`config.mk`:
```
export PLATFORM = sky130hd
export DESIGN_NAME = utf8_stream_validator_unit
export DESIGN_NICKNAME = d
export VERILOG_FILES = /design/src/hw/rtl/u8sv_pkg.sv /design/src/hw/rtl/utf8_stream_validator_unit.sv
export SDC_FILE = /design/constraint.sdc
export NUM_CORES = 1
export LEC_CHECK = 0
export BUFFER_PORTS_ARGS = -buffer_cell sky130_fd_sc_hd__buf_2
export CAP_MARGIN = 20
export CORE_MARGIN = 2
export CORE_UTILIZATION = 45
export DETAILED_ROUTE_END_ITERATION = 8
export GPL_ROUTABILITY_DRIVEN = 0
export PLACE_DENSITY = 0.72
export SLEW_MARGIN = 20
export SYNTH_ARGS = -nofsm -noshare
export SYNTH_HDL_FRONTEND = slang
export SYNTH_SLANG_ARGS = --single-unit
```
`constraint.sdc`:
```
create_clock -name clk_i -period 2.12 [get_ports clk_i]
set_input_delay 0.106 -clock clk_i [delete_from_list [all_inputs] [get_ports clk_i]]
set_output_delay 0.106 -clock clk_i [all_outputs]
set_load 0.02 [all_outputs]
```
`src/hw/rtl/u8sv_pkg.sv`:
```
// Package with the constants and the code point check of the UTF-8 stream validator.
`timescale 1ns / 1ps

package u8sv_pkg;

  localparam int unsigned CpW = 21;

  localparam logic [CpW-1:0] CpMax       = 21'h10FFFF;
  localparam logic [CpW-1:0] SurrLo      = 21'h00D800;
  localparam logic [CpW-1:0] SurrHi      = 21'h00DFFF;
  localparam logic [CpW-1:0] NonCharLo   = 21'h00FDD0;
  localparam logic [CpW-1:0] NonCharHi   = 21'h00FDEF;
  localparam logic [15:0]    PlaneEndPat = 16'hFFFE;
  localparam logic [CpW-1:0] Min2Byte    = 21'h000080;
  localparam logic [CpW-1:0] Min3Byte    = 21'h000800;
  localparam logic [CpW-1:0] Min4Byte    = 21'h010000;

  // Continuation counts of a sequence, as held in the sequence length register.
  localparam logic [1:0] SeqLen2 = 2'd1;
  localparam logic [1:0] SeqLen3 = 2'd2;
  localparam logic [1:0] SeqLen4 = 2'd3;

  // True when a completed code point is not overlong, not above 10FFFF, no surrogate and no noncharacter.
  function automatic logic cp_ok(logic [CpW-1:0] cp, logic [1:0] seq_len);
    logic ok;
    ok = 1'b1;
    if (seq_len == SeqLen2 && cp < Min2Byte) ok = 1'b0;
    if (seq_len == SeqLen3 && cp < Min3Byte) ok = 1'b0;
    if (seq_len == SeqLen4 && cp < Min4Byte) ok = 1'b0;
    if (cp > CpMax) ok = 1'b0;
    if (cp >= SurrLo && cp <= SurrHi) ok = 1'b0;
    if (cp >= NonCharLo && cp <= NonCharHi) ok = 1'b0;
    if ((cp[15:0] & PlaneEndPat) == PlaneEndPat) ok = 1'b0;
    return ok;
  endfunction

endpackage

```
`src/hw/rtl/utf8_stream_validator_unit.sv`:
```
// Top level of the UTF-8 stream validator: byte decoder, message state and result register.
`timescale 1ns / 1ps

// Checks a message for well-formed UTF-8, one byte per beat, one beat per clock
// unless stalled. Each accepted byte updates the decoder state in the same cycle;
// the beat that carries the final byte loads the verdict into the output register,
// which shows it from the next cycle on. The input is stalled only while that
// register holds a verdict that the receiver is stalling, so a new message may
// begin in the cycle right after a final byte. A NUL lead byte passes the message
// and the decoder ignores the rest of it; after a failure the rest is ignored too.
module utf8_stream_validator_unit (
  input  logic       clk_i,
  input  logic       rst_ni,
  input  logic       in_valid_i,
  output logic       in_stall_o,
  input  logic [7:0] data_byte_i,
  input  logic       last_byte_i,
  output logic       out_valid_o,
  input  logic       out_stall_i,
  output logic       is_valid_o
);

  logic [1:0]                 pend_q, pend_d;
  logic [1:0]                 seq_q, seq_d;
  logic [u8sv_pkg::CpW-1:0]   acc_q, acc_d;
  logic                       fail_q, fail_d;
  logic                       stop_q, stop_d;
  logic                       out_valid_q, out_valid_d;
  logic                       is_valid_q, is_valid_d;
  logic                       in_acc;

  logic [1:0]                 pend_t, seq_t;
  logic [u8sv_pkg::CpW-1:0]   acc_t, cp_t;
  logic                       fail_t, stop_t;

  assign in_stall_o  = out_valid_q & out_stall_i;
  assign in_acc      = in_valid_i & ~in_stall_o;
  assign out_valid_o = out_valid_q;
  assign is_valid_o  = is_valid_q;

  assign cp_t = {acc_q[u8sv_pkg::CpW-7:0], data_byte_i[5:0]};

  // Decoder step for one byte.
  always_comb begin
    pend_t = pend_q;
    seq_t  = seq_q;
    acc_t  = acc_q;
    fail_t = fail_q;
    stop_t = stop_q;
    if (!fail_q && !stop_q) begin
      if (pend_q == 2'd0) begin
        if (data_byte_i == 8'h00) begin
          stop_t = 1'b1;
        end else if (!data_byte_i[7]) begin
          // Plain ASCII leaves the state as it is.
        end else if (data_byte_i[7:5] == 3'b110) begin
          if (data_byte_i[4:0] == 5'd0) begin
            fail_t = 1'b1;
          end else begin
            acc_t  = {16'd0, data_byte_i[4:0]};
            pend_t = u8sv_pkg::SeqLen2;
            seq_t  = u8sv_pkg::SeqLen2;
          end
        end else if (data_byte_i[7:4] == 4'b1110) begin
          acc_t  = {17'd0, data_byte_i[3:0]};
          pend_t = u8sv_pkg::SeqLen3;
          seq_t  = u8sv_pkg::SeqLen3;
        end else if (data_byte_i[7:3] == 5'b11110) begin
          acc_t  = {18'd0, data_byte_i[2:0]};
          pend_t = u8sv_pkg::SeqLen4;
          seq_t  = u8sv_pkg::SeqLen4;
        end else begin
          fail_t = 1'b1;
        end
      end else if (data_byte_i[7:6] != 2'b10) begin
        fail_t = 1'b1;
      end else begin
        acc_t  = cp_t;
        pend_t = pend_q - 2'd1;
        if (pend_q == 2'd1) begin
          if (!u8sv_pkg::cp_ok(cp_t, seq_q)) fail_t = 1'b1;
          seq_t = 2'd0;
          acc_t = '0;
        end
      end
    end
  end

  always_comb begin
    pend_d      = pend_q;
    seq_d       = seq_q;
    acc_d       = acc_q;
    fail_d      = fail_q;
    stop_d      = stop_q;
    is_valid_d  = is_valid_q;
    out_valid_d = out_valid_q & out_stall_i;
    if (in_acc) begin
      if (last_byte_i) begin
        // A sequence still open at the final byte fails the message.
        is_valid_d  = ~fail_t & (stop_t | (pend_t == 2'd0));
        out_valid_d = 1'b1;
        pend_d      = 2'd0;
        seq_d       = 2'd0;
        acc_d       = '0;
        fail_d      = 1'b0;
        stop_d      = 1'b0;
      end else begin
        pend_d = pend_t;
        seq_d  = seq_t;
        acc_d  = acc_t;
        fail_d = fail_t;
        stop_d = stop_t;
      end
    end
  end

  always_ff @(posedge clk_i or negedge rst_ni) begin
    if (!rst_ni) begin
      pend_q      <= 2'd0;
      seq_q       <= 2'd0;
      acc_q       <= '0;
      fail_q      <= 1'b0;
      stop_q      <= 1'b0;
      out_valid_q <= 1'b0;
    end else begin
      pend_q      <= pend_d;
      seq_q       <= seq_d;
      acc_q       <= acc_d;
      fail_q      <= fail_d;
      stop_q      <= stop_d;
      out_valid_q <= out_valid_d;
    end
  end

  always_ff @(posedge clk_i) begin
    is_valid_q <= is_valid_d;
  end

endmodule

```
## Yosys cells after proc, flatten, opt, wreduce, memory -nomap -nowiden

Cells that the tools add are included.
Widths: inputs -> output; s select.

| operators by class | value |
|---|---|
| bitwise gates (word level) | 6 |
| add/subtract/negate cells | 1 |
| equal/unequal tests | 14 |
| reductions and logical operators | 17 |
| $lt $le $gt $ge | 8 |
| mux-type cells | 61 |

Operator list:

| cell | count |
|---|---|
| $mux 15 | 11 |
| $ge 21x16->1 const B | 2 |
| $le 21x16->1 const B | 2 |
| $mux 2 | 21 |
| $mux 1 | 29 |
| $gt 21x21->1 const B | 1 |
| $lt 21x12->1 const B | 1 |
| $lt 21x17->1 const B | 1 |
| $lt 21x8->1 const B | 1 |
| $eq 15x15->1 const B | 1 |
| $ne 3x3->1 const B | 3 |
| $logic_not 8->1 | 1 |
| $reduce_and 8->1 | 1 |
| $reduce_and 7->1 | 1 |
| $logic_and 1x1->1 | 6 |
| $eq 5x5->1 const B | 1 |
| $logic_not 5->1 | 1 |
| $ne 5x2->1 const B | 1 |
| $eq 2x1->1 const B | 2 |
| $eq 2x2->1 const B | 2 |
| $eq 4x4->1 const B | 1 |
| $logic_not 2->1 | 2 |
| $ne 4x4->1 const B | 1 |
| $and 1x1->1 | 3 |
| 9 further kinds | 11 |

| storage, ports and cells | value |
|---|---|
| register bits after elaboration | 23 |
| logic and storage cells | 114 |
| input bits | 13 |

## Logic depth before layout (Yosys ltp)

Gate-level depths: netlist (run 1).

| logic depth | value |
|---|---|
| depth in word-level cells | 20 |
| mapped depth | 8 |
| depth with buffers taken out | 7 |

## Worst setup path after synthesis (run 1)

Ideal clock, no wire load.

| timing path | value |
|---|---|
| kind | register to register |
| start point | reg acc_q[13] in the netlist's numbering |
| end point | reg is_valid_q (netlist: is_valid_o), data pin |
| arrival | 1.941 ns |
| slack | -0.086 ns |
| stages on the path, launching flop included | 6 |
| cell sequence | dfrtp_1 > or4_4 > or4_4 > a2111oi_4 > o32a_1 > a21oi_1 |

| between the ends | value |
|---|---|
| word-level cells in the longest chain between the ends | 20 |
| elaborated cells between the ends (all ways) | 31 |
| those cells by class | order compare: 8; mux: 16; bitwise: 2; reduce/logical: 5 |

RTL lines:

| element | line | text |
|---|---|---|
| start, declared | utf8_stream_validator_unit.sv:25 | `logic [u8sv_pkg::CpW-1:0] acc_q, acc_d;` |
| start signal, assigned | utf8_stream_validator_unit.sv:121 | `acc_q <= '0;` |
| start signal, assigned | utf8_stream_validator_unit.sv:128 | `acc_q <= acc_d;` |
| $lt 21x8->1 | u8sv_pkg.sv:27 | `if (seq_len == SeqLen2 && cp < Min2Byte) ok = 1'b0;` |
| $logic_and 1x1->1 | u8sv_pkg.sv:27 |  |
| $mux 1 | u8sv_pkg.sv:27 |  |
| $mux 1 | u8sv_pkg.sv:28 | `if (seq_len == SeqLen3 && cp < Min3Byte) ok = 1'b0;` |
| $mux 1 | u8sv_pkg.sv:29 | `if (seq_len == SeqLen4 && cp < Min4Byte) ok = 1'b0;` |
| $mux 1 | u8sv_pkg.sv:30 | `if (cp > CpMax) ok = 1'b0;` |
| $mux 1 | u8sv_pkg.sv:31 | `if (cp >= SurrLo && cp <= SurrHi) ok = 1'b0;` |
| $mux 1 * | u8sv_pkg.sv:32 | `if (cp >= NonCharLo && cp <= NonCharHi) ok = 1'b0;` |
| [4 not listed] | - |  |
| $mux 1 * | utf8_stream_validator_unit.sv:50 | `if (!fail_q && !stop_q) begin` |
| $mux 1 * | utf8_stream_validator_unit.sv:81 | `if (!u8sv_pkg::cp_ok(cp_t, seq_q)) fail_t = 1'b1;` |
| $mux 1 * | utf8_stream_validator_unit.sv:80 | `if (pend_q == 2'd1) begin` |
| $mux 1 * | utf8_stream_validator_unit.sv:75 | `end else if (data_byte_i[7:6] != 2'b10) begin` |
| $mux 1 * | utf8_stream_validator_unit.sv:51 | `if (pend_q == 2'd0) begin` |
| $mux 1 * | utf8_stream_validator_unit.sv:50 |  |
| $not 1->1 * | utf8_stream_validator_unit.sv:100 | `is_valid_d = ~fail_t & (stop_t \| (pend_t == 2'd0));` |
| $and 1x1->1 * | utf8_stream_validator_unit.sv:100 |  |
| end signal, assigned | utf8_stream_validator_unit.sv:136 | `is_valid_q <= is_valid_d;` |
| end, declared | utf8_stream_validator_unit.sv:29 | `logic is_valid_q, is_valid_d;` |

Every way passes the cells marked *; elsewhere a longest branch is shown, timed or not. The select of a mux whose other input is x is not followed.
A chain may end at the register's enable or synchronous reset.

## Worst setup path after layout (run 1)

| timing path | value |
|---|---|
| start point | reg acc_q[11] in the netlist's numbering |
| end point | reg is_valid_q (netlist: is_valid_o), data pin |

Same word-level chain as after synthesis.

==> flow_metrics.tcl, run 1 <==
set metrics [dict create \
    outcome "finished, violations left" \
    violations "design-rule violations, negative setup slack" \
    die_area_um2 3460 \
    vias 1277 \
    cts_tree "done" \
    layout-drive-gt1-share 0.299 \
    numPortBuffers 15 \
    n_fill_cell 260 \
    utilization 0.582 \
    synth-edff-count 1 \
    worstSetupPathType "reg -> reg" \
    max_freq_mhz 465 \
    clock-sinks 23 \
    rsz0062_at_grt "yes" \
    ys_async_sr_fraction 0.957 \
    path_buf_inv 0 \
    grt_pass1_wl_um 5890 \
    drv_cap 0 \
    crit_end "is_valid_o" \
    cp_top_family "simple AND/OR/NAND/NOR gates" \
    drtIter0Drc 70 \
    fin_skew_ns 0.00590 \
    antenna_found_initial 0 \
    grt_overflow 0 \
    wirelength_um 3570 \
    num_antenna_cells 0 \
    syn_nets 149 \
    synth_top_family_by_area "compound AO/OA/AOI/OAI gates" \
    synth-simple-area-share 0.217 \
    reg2reg_depth 5 \
    die_y_um 58.9 \
    path_clk_slew_ns 0.13 \
    r2r_start "acc_q[11]" \
    finalSetupViolations 1 \
    power_density_nw_per_um2 908 \
    fp.dieW_um 58.9 \
    tightestPinTransition_ns 0.569 \
    timing.final.ws_setup_ns -0.0325 \
    synth_cell_types 52 \
    ctsHtreeMaxLevel 1 \
    hold_path_class "in -> reg" \
    dp_hpwl_um 2630 \
    cp.depth 5 \
    ys_seq_area_frac 0.429 \
    syn_inst 134 \
    irDropWorstVdd_mv 0.458 \
    synth_compound_area_frac 0.298 \
    clock_path_buffers 2 \
    coreArea_um2 2810 \
    drc 1 \
    start_kind "flip-flop" \
    r2r_slack_ns -0.03 \
    wl_per_cell_um 18.0 \
    start_util 0.483 \
    cp_max_fo 2 \
    grt_pass1_vias 1268 \
    fin_crit_ns 2.15 \
    fin_hold_ws_ns 0.00329 \
    num-nets-final 183 \
    avgSynthCellArea_um2 10.1 \
    crit_required_ns 2.20 \
    crit_arrival_ns 2.24 \
    synth-seq-cells 23 \
    cp_slowest_cell "or4_4" \
    rr_endpoint "is_valid_o" \
    cp_cell_sequence "or4_4, or4_4, a2111oi_4, o32a_1, a21oi_1" \
    root_buffer "clkbuf_4" \
    post-route-period-util 1.02 \
    muxShareOfSynthArea 0 \
    crit_top_cell "or4_4" \
    synth_fa_ha_area_frac 0.0185 \
    vias_per_cell 6.45 \
    leakagePower_nw 0.746 \
    grt_max_degree 23 \
    row_count 19 \
    p_total_mw 1.48 \
    io_pins 16 \
    first_pass_iters 6 \
    synth_warnings 0 \
    dp_cells 190 \
    report.final.slew_viol_count 0 \
    hold_viol 0 \
    cpPeakStageDelay_ns 0.52 \
    endpoint_kind "flip-flop" \
    ant_nets 0 \
    dpl-instance-area_um2 1560 \
    final_area_um2 1630 \
    gr-usage-all-layers 0.226 \
    critPathLaunch "acc_q[11]" \
    clk_latency_ns 0.32 \
    fin_cells 198 \
    relSlewSlack 0.621 \
    synth_area_um2 1350 \
    cts_buffers 3 \
    ys.flop_type "dfrtp_1" \
    synth-xor-area-share 0.00647 \
    synthToLayoutAreaGrowth_pct 20.6 \
]
cells by family (layout without fill, tap and decap cells):
kind of cell	after synthesis	in the layout
buf+inv	11	44
compound gates	50	50
xor+xnor	1	1
flops	23	23
fa+ha+maj	2	2
simple gates	47	47
per-layer routing:
metal,GRT usage,wire [µm],vias to the layer above
met4,0.0584,42,0
met1,0.288,1500,629
met3,0.0549,204,6
met5,0,0,-
met2,0.384,1820,51
li1,-,-,591
area by class of cell:
type / instances / area (µm²) / share of cell area
Sequential cell: 23 / 581 / 0.356
Timing Repair Buffer: 33 / 213 / 0.130
Clock buffer: 3 / 22.5 / 0.0138
Multi-Input combinational cell: 100 / 747 / 0.457
Tap cell: 31 / 38.8 / 0.0238
Clock inverter: 1 / 5.00 / 0.00307
Inverter: 7 / 26.3 / 0.0161
power by group:
group          switching (mW)  leakage [nW]  internal, mW  total [mW]
clock network           0.143        0.0177        0.0709       0.214
logic                   0.362         0.420         0.325       0.687
registers              0.0660         0.309         0.515       0.581
stage by stage:
step | TNS (ns) | setup slack, ns
floorplan | 0 | 0.0149
global placement | -0.0249 | -0.0249
detailed placement | -0.155 | -0.0528
CTS | -0.0442 | -0.0442
global route | -0.140 | -0.0988
finish | -0.0325 | -0.0325
worst register-to-register path: stages (launching register included):
cell and delay [ns]:
dfrtp_1 0.41, or4_4 0.52, or4_4 0.44, a2111oi_4 0.29
o32a_1 0.21, a21oi_1 0.04
how the worst min path moves through the flow:
| stage | cells after the start | to | start |
|---|---|---|---|
| 2_1_floorplan | 0 | acc_q[0] | rst_ni |
| 3_3_place_gp | 1 | acc_q[7] | rst_ni |
| 3_5_place_dp | 1 | acc_q[6] | rst_ni |
| 4_1_cts | 2 | acc_q[0] | data_byte_i[0] |
| 5_1_grt | 2 | acc_q[0] | data_byte_i[0] |
| 6_report | 2 | acc_q[0] | data_byte_i[0] |
synth_stat cells (3+ instances only):
master / instances / area [µm²]
nor2b_1: 3 / 18.8
inv_1: 7 / 26.3
a21oi_1: 8 / 40.0
nor2_1: 5 / 18.8
and3_1: 3 / 18.8
nand4_1: 6 / 37.5
dfrtp_1: 22 / 551
o21ai_0: 7 / 35.0
a22o_1: 12 / 105
nand2_1: 10 / 37.5
layout by cell type, fill, tap and decap left out, types with 2 or more instances in the layout:
cell type  instances
and2_1             2
nor2b_1            3
a21oi_1            7
nor2_1             4
or4_4              3
nand2b_1           2
o21ai_0            7
nand3_1            2
or4_1              2
clkbuf_4           3
buf_4             17
a22o_1            12
dfrtp_1           22
nand4_1            6
ha_1               2
buf_2             15
and3_1             3
inv_1              7
o2bb2ai_1          2
nand2_1           10
flip-flops by register name, indices dropped and copies added, names as in the netlist:
register and flops:
acc_q 15, pend_q 2, seq_q 2, fail_q 1, is_valid_o 1, out_valid_o 1
stop_q 1
timing repair:
| item | CTS | global route |
|---|---|---|
| hold buffers | 1 | 0 |
| endpoints found under the hold margin | 22 | 0 |
| resized for setup | 1 | 3 |
| buffers inserted | 2 | 1 |
| pin swaps | 1 | 1 |
| endpoints found under the setup margin | 11 | 15 |
Note: power is estimated with default switching activity, not from simulation.
==> inputs of run 2 (changes only) <==
--- a/config.mk
+++ b/config.mk
@@ -7,11 +7,13 @@
 export LEC_CHECK = 0
 export BUFFER_PORTS_ARGS = -buffer_cell sky130_fd_sc_hd__buf_2
 export CAP_MARGIN = 20
+export CELL_PAD_IN_SITES_DETAIL_PLACEMENT = 1
+export CELL_PAD_IN_SITES_GLOBAL_PLACEMENT = 1
 export CORE_MARGIN = 2
-export CORE_UTILIZATION = 45
+export CORE_UTILIZATION = 40
 export DETAILED_ROUTE_END_ITERATION = 8
 export GPL_ROUTABILITY_DRIVEN = 0
-export PLACE_DENSITY = 0.72
+export PLACE_DENSITY = 0.79
 export SLEW_MARGIN = 20
 export SYNTH_ARGS = -nofsm -noshare
 export SYNTH_HDL_FRONTEND = slang
==> run 2 against run 1 <==
Effect of this change: first-iteration DRC count decreased by 30%; worst setup slack lost 0.046 ns; sequential share of layout area barely moved; total power is 1.5% lower; global-route usage decreased by 2.7 points; the run ends with negative setup slack left; via count fell by 3.2%; clock power fell by 8%; sequential cell count stayed put; worst hold slack better by 0.033 ns; critical path depth stayed put; die area rose by 12%.
==> flow_metrics.tcl, run 2 (synthesis results as in run 1) <==
set metrics [dict create \
    outcome "finished, violations left" \
    violations "negative setup slack" \
    cp_slowest_cell "or4_4" \
    vias 1236 \
    cpPeakStageDelay_ns 0.55 \
    cts_tree "done" \
    multiInputGateArea_um2 753 \
    num_antenna_cells 0 \
    crit_top_cell "or4_4" \
    largest_register_ff_count 15 \
    hold_viol 0 \
    drc 0 \
    power_density_nw_per_um2 893 \
    ant_nets 0 \
    leakagePower_nw 0.729 \
    top_regs "acc_q x15, pend_q x2, seq_q x2" \
    fin_setup_tns_ns -0.0787 \
    fp.dieW_um 62.2 \
    rsz0062_at_grt "yes" \
    cp_max_fo 3 \
    layout-drive-gt1-share 0.280 \
    row_count 21 \
    antenna_found_initial 0 \
    io_pins 16 \
    wl_per_cell_um 17.3 \
    root_buffer "clkbuf_4" \
    numPortBuffers 15 \
    finalSetupViolations 1 \
    tightestPinTransition_ns 0.482 \
    fin_cells 210 \
    largest-register "acc_q" \
    final_cell_mix "22 x dfrtp_1, 15 x buf_2, 14 x buf_4" \
    clock_path_buffers 2 \
    pre_cts_ws_ns -0.145 \
    max_freq_mhz 455 \
    register_area_um2 581 \
    gr-usage-all-layers 0.199 \
    fin_skew_ns 0.00381 \
    report.final.slew_viol_count 0 \
    cp_cell_sequence "or4_4, or4_4, a2111oi_4, o32a_1, a21oi_1" \
    die_y_um 62.2 \
    path_clk_slew_ns 0.12 \
    clk_latency_ns 0.30 \
    first_pass_iters 4 \
    drtIter0Drc 49 \
    relSlewSlack 0.679 \
    n_fill_cell 388 \
    drv_cap 0 \
    mostFrequentLayoutCell "dfrtp_1" \
    timing.final.ws_setup_ns -0.0787 \
    crit_arrival_ns 2.25 \
    die_area_um2 3870 \
    r2r_slack_ns -0.08 \
    crit_required_ns 2.18 \
    post-route-period-util 1.04 \
    wirelength_um 3630 \
    dp_hpwl_um 2890 \
    hold_path_class "in -> reg" \
    grt_max_degree 23 \
    start_util 0.412 \
    synthToLayoutAreaGrowth_pct 20.7 \
    grt_overflow 0 \
    clock-sinks 23 \
    endpoint_kind "flip-flop" \
    ctsHtreeMaxLevel 1 \
    dpl-instance-area_um2 1560 \
    vias_per_cell 5.89 \
    num-nets-final 180 \
    irDropWorstVdd_mv 0.356 \
    grt_pass1_wl_um 6150 \
    fin_hold_ws_ns 0.0365 \
    cts_buffers 3 \
    grt_pass1_vias 1302 \
    fin_crit_ns 2.20 \
    coreArea_um2 3280 \
    worstSetupPathType "reg -> reg" \
    start_kind "flip-flop" \
    final_area_um2 1630 \
    dp_cells 203 \
]
[run 2: cell types whose count changed in the layout (fill, tap and decap cells not counted)]
cell      change
clkinv_2      -1
clkbuf_1      +1
a21oi_1       +1
o21ai_2       -1
o21ai_4       +1
nor2_1        -1
a21oi_2       -1
buf_4         -3
nor2_2        +1
[run 2: final timing paths]
check                               start          to  cells past startpoint
max in group asynchronous          rst_ni   acc_q[13]                      2
min in group asynchronous          rst_ni    acc_q[8]                      2
setup / recovery                acc_q[13]  is_valid_o                      5
setup reg to reg                acc_q[13]  is_valid_o                      5
hold reg to reg                 acc_q[12]   acc_q[12]                      1
hold / removal             data_byte_i[0]    acc_q[0]                      2
[run 2: power by group]
part           switching [mW]  internal [mW]
clock network           0.123         0.0734
logic                   0.362          0.323
registers              0.0635          0.515
total                   0.549          0.911
[run 2: per-layer routing]
| metal | routed length (µm) | track usage |
|---|---|---|
| met5 | 0 | 0 |
| met4 | 34 | 0.0500 |
| met3 | 73 | 0.0236 |
| met2 | 1910 | 0.364 |
| met1 | 1620 | 0.250 |
[run 2: what timing repair did]
action | CTS | global route
buffers inserted | 0 | 2
hold endpoints to repair | 22 | 0
endpoints found under the setup margin | 2 | 17
gates resized for setup | 2 | 3
hold buffers | 1 | 0
pin swaps | 1 | 1
[run 2: area by class of cell]
class                           instances  share of cell area
Timing Repair Buffer                   30               0.116
Tap cell                               46              0.0352
Multi-Input combinational cell        100               0.461
Sequential cell                        23               0.355
Clock buffer                            4              0.0161
Inverter                                7              0.0161
[run 2: critical path, delay by kind of cell, from the launching register on]
kind | cells | cell delay, ns
compound gates | 3 | 0.57
flops | 1 | 0.40
simple gates | 2 | 0.99
[run 2: through the flow]
step,util,total power [mW]
floorplan,-,0.996
global placement,0.475,1.21
detailed placement,0.475,1.24
CTS,0.489,1.46
global route,0.498,1.57
finish,0.498,1.46
==> inputs of run 3 (changes only) <==
--- a/config.mk
+++ b/config.mk
@@ -9,6 +9,7 @@
 export CAP_MARGIN = 20
 export CELL_PAD_IN_SITES_DETAIL_PLACEMENT = 1
 export CELL_PAD_IN_SITES_GLOBAL_PLACEMENT = 1
+export CORE_ASPECT_RATIO = 1.5
 export CORE_MARGIN = 2
 export CORE_UTILIZATION = 40
 export DETAILED_ROUTE_END_ITERATION = 8
==> run 3 against run 2 <==
Effect of this change: the run still ends with negative setup slack left; sequential power about the same; non-clock buffer count grew 2; critical path depth unchanged; critical path type unchanged; largest cell class unchanged; largest power group unchanged; die area is 0.25% higher; total power is 6.0% higher; critical endpoint unchanged.
==> flow_metrics.tcl, run 3 (synthesis results as in run 1) <==
set metrics [dict create \
    outcome "finished, violations left" \
    final_cell_mix "22 x dfrtp_1, 16 x buf_4, 15 x buf_2" \
    relSlewSlack 0.668 \
    vias_per_cell 6.16 \
    fin_hold_ws_ns 0.0718 \
    num-nets-final 182 \
    worstHoldStart "data_byte_i[0]" \
    fp.dieW_um 51.5 \
    wl_per_cell_um 19.2 \
    coreArea_um2 3190 \
    crit_arrival_ns 2.19 \
    fin_crit_ns 2.17 \
    cp_max_fo 2 \
    rr_endpoint "is_valid_o" \
    grt_pass1_wl_um 6520 \
    p_total_mw 1.55 \
    ant_nets 0 \
    root_buffer "clkbuf_8" \
    crit_top_cell "or4_4" \
    worstSetupPathType "reg -> reg" \
    hold_viol 0 \
    layout-drive-gt1-share 0.295 \
    cpPeakStageDelay_ns 0.54 \
    post-route-period-util 1.02 \
    cp_top_family "simple AND/OR/NAND/NOR gates" \
    r2r_start "acc_q[13]" \
    dp_cells 199 \
    cp_cell_sequence "or4_4, or4_4, a2111oi_4, o32a_1, a21oi_1" \
    fin_skew_ns 0.00304 \
    grt_max_degree 23 \
    antenna_found_initial 0 \
    hold_end "acc_q[0]" \
    fin_setup_tns_ns -0.0519 \
    power_density_nw_per_um2 929 \
    hold_path_class "in -> reg" \
    path_clk_slew_ns 0.08 \
    hold_depth 2 \
    violations "negative setup slack" \
    drtIter0Drc 44 \
    crit_required_ns 2.14 \
    dp_hpwl_um 3060 \
    cts_tree "done" \
    die_area_um2 3880 \
    cts_buffers 3 \
    final_area_um2 1660 \
    report.final.slew_viol_count 0 \
    vias 1269 \
    wirelength_um 3960 \
    cp_slowest_cell "or4_4" \
    dpl-instance-area_um2 1570 \
    synthToLayoutAreaGrowth_pct 22.9 \
    r2r_slack_ns -0.05 \
    numPortBuffers 15 \
    grt_pass1_vias 1344 \
    max_freq_mhz 460 \
    top_regs "acc_q x15, pend_q x2, seq_q x2" \
    fin_cells 206 \
    rsz0062_at_grt "yes" \
    gr-usage-all-layers 0.233 \
    leakagePower_nw 0.746 \
    tightestPinTransition_ns 0.498 \
    clock-sinks 23 \
    endpoint_kind "flip-flop" \
    clock_path_buffers 2 \
    start_util 0.424 \
    start_kind "flip-flop" \
    largest_register_ff_count 15 \
    reg2reg_depth 5 \
    clk_latency_ns 0.27 \
    grt_overflow 0 \
    path_buf_inv 0 \
    io_pins 16 \
    mostFrequentLayoutCell "dfrtp_1" \
    die_y_um 75.3 \
    timing.final.ws_setup_ns -0.0519 \
    row_count 25 \
    ctsHtreeMaxLevel 1 \
    drv_cap 0 \
    drc 0 \
    first_pass_iters 4 \
    irDropWorstVdd_mv 0.504 \
    num_antenna_cells 0 \
    finalSetupViolations 1 \
    largest-register "acc_q" \
]
## run 3: changes by cell type in the layout (fill, tap and decap cells not counted), sizes merged
cell  delta
buf      +2
## run 3: power by group
part	total, mW	switching, mW	internal, mW	leakage, nW
Combinational	0.693	0.367	0.326	0.415
Sequential	0.578	0.0626	0.515	0.309
Clock	0.276	0.141	0.134	0.0228
## run 3: how the worst max path moves through the flow
stage	from	endpoint	slack, ns	depth (start not counted)
2_1_floorplan	acc_q[13]	is_valid_o	0.01	5
3_3_place_gp	acc_q[13]	is_valid_o	-0.04	5
3_5_place_dp	acc_q[13]	is_valid_o	-0.11	5
4_1_cts	acc_q[11]	is_valid_o	-0.08	5
5_1_grt	acc_q[13]	is_valid_o	-0.11	5
6_report	acc_q[13]	is_valid_o	-0.05	5
## run 3: metal layers
layer | GRT usage | share of wire | vias to the layer above
li1 | - | - | 589
met1 | 0.241 | 0.37 | 644
met2 | 0.444 | 0.57 | 25
met3 | 0.0298 | 0.027 | 11
met4 | 0.126 | 0.034 | 0
met5 | 0 | 0 | -
## run 3: final cells by class
type,count,area (µm²)
multi-input cells,100,757
repair buffers,32,205
inverters,7,26.3
clock buffers,4,45.0
fillers,379,1530
flip-flops and latches,23,581
well taps,40,50.0
## run 3: through the flow
step,utilization,worst slack [ns]
floorplan,-,0.0149
global placement,0.491,-0.0409
detailed placement,0.491,-0.110
CTS,0.515,-0.0774
global route,0.522,-0.111
finish,0.522,-0.0519
## run 3: repair_timing
item | CTS | global route
pin swaps | 1 | 1
endpoints found under the setup margin | 11 | 7
endpoints found under the hold margin | 22 | 0
setup buffers | 1 | 1
gates resized for setup | 3 | 3
hold buffers | 1 | 0
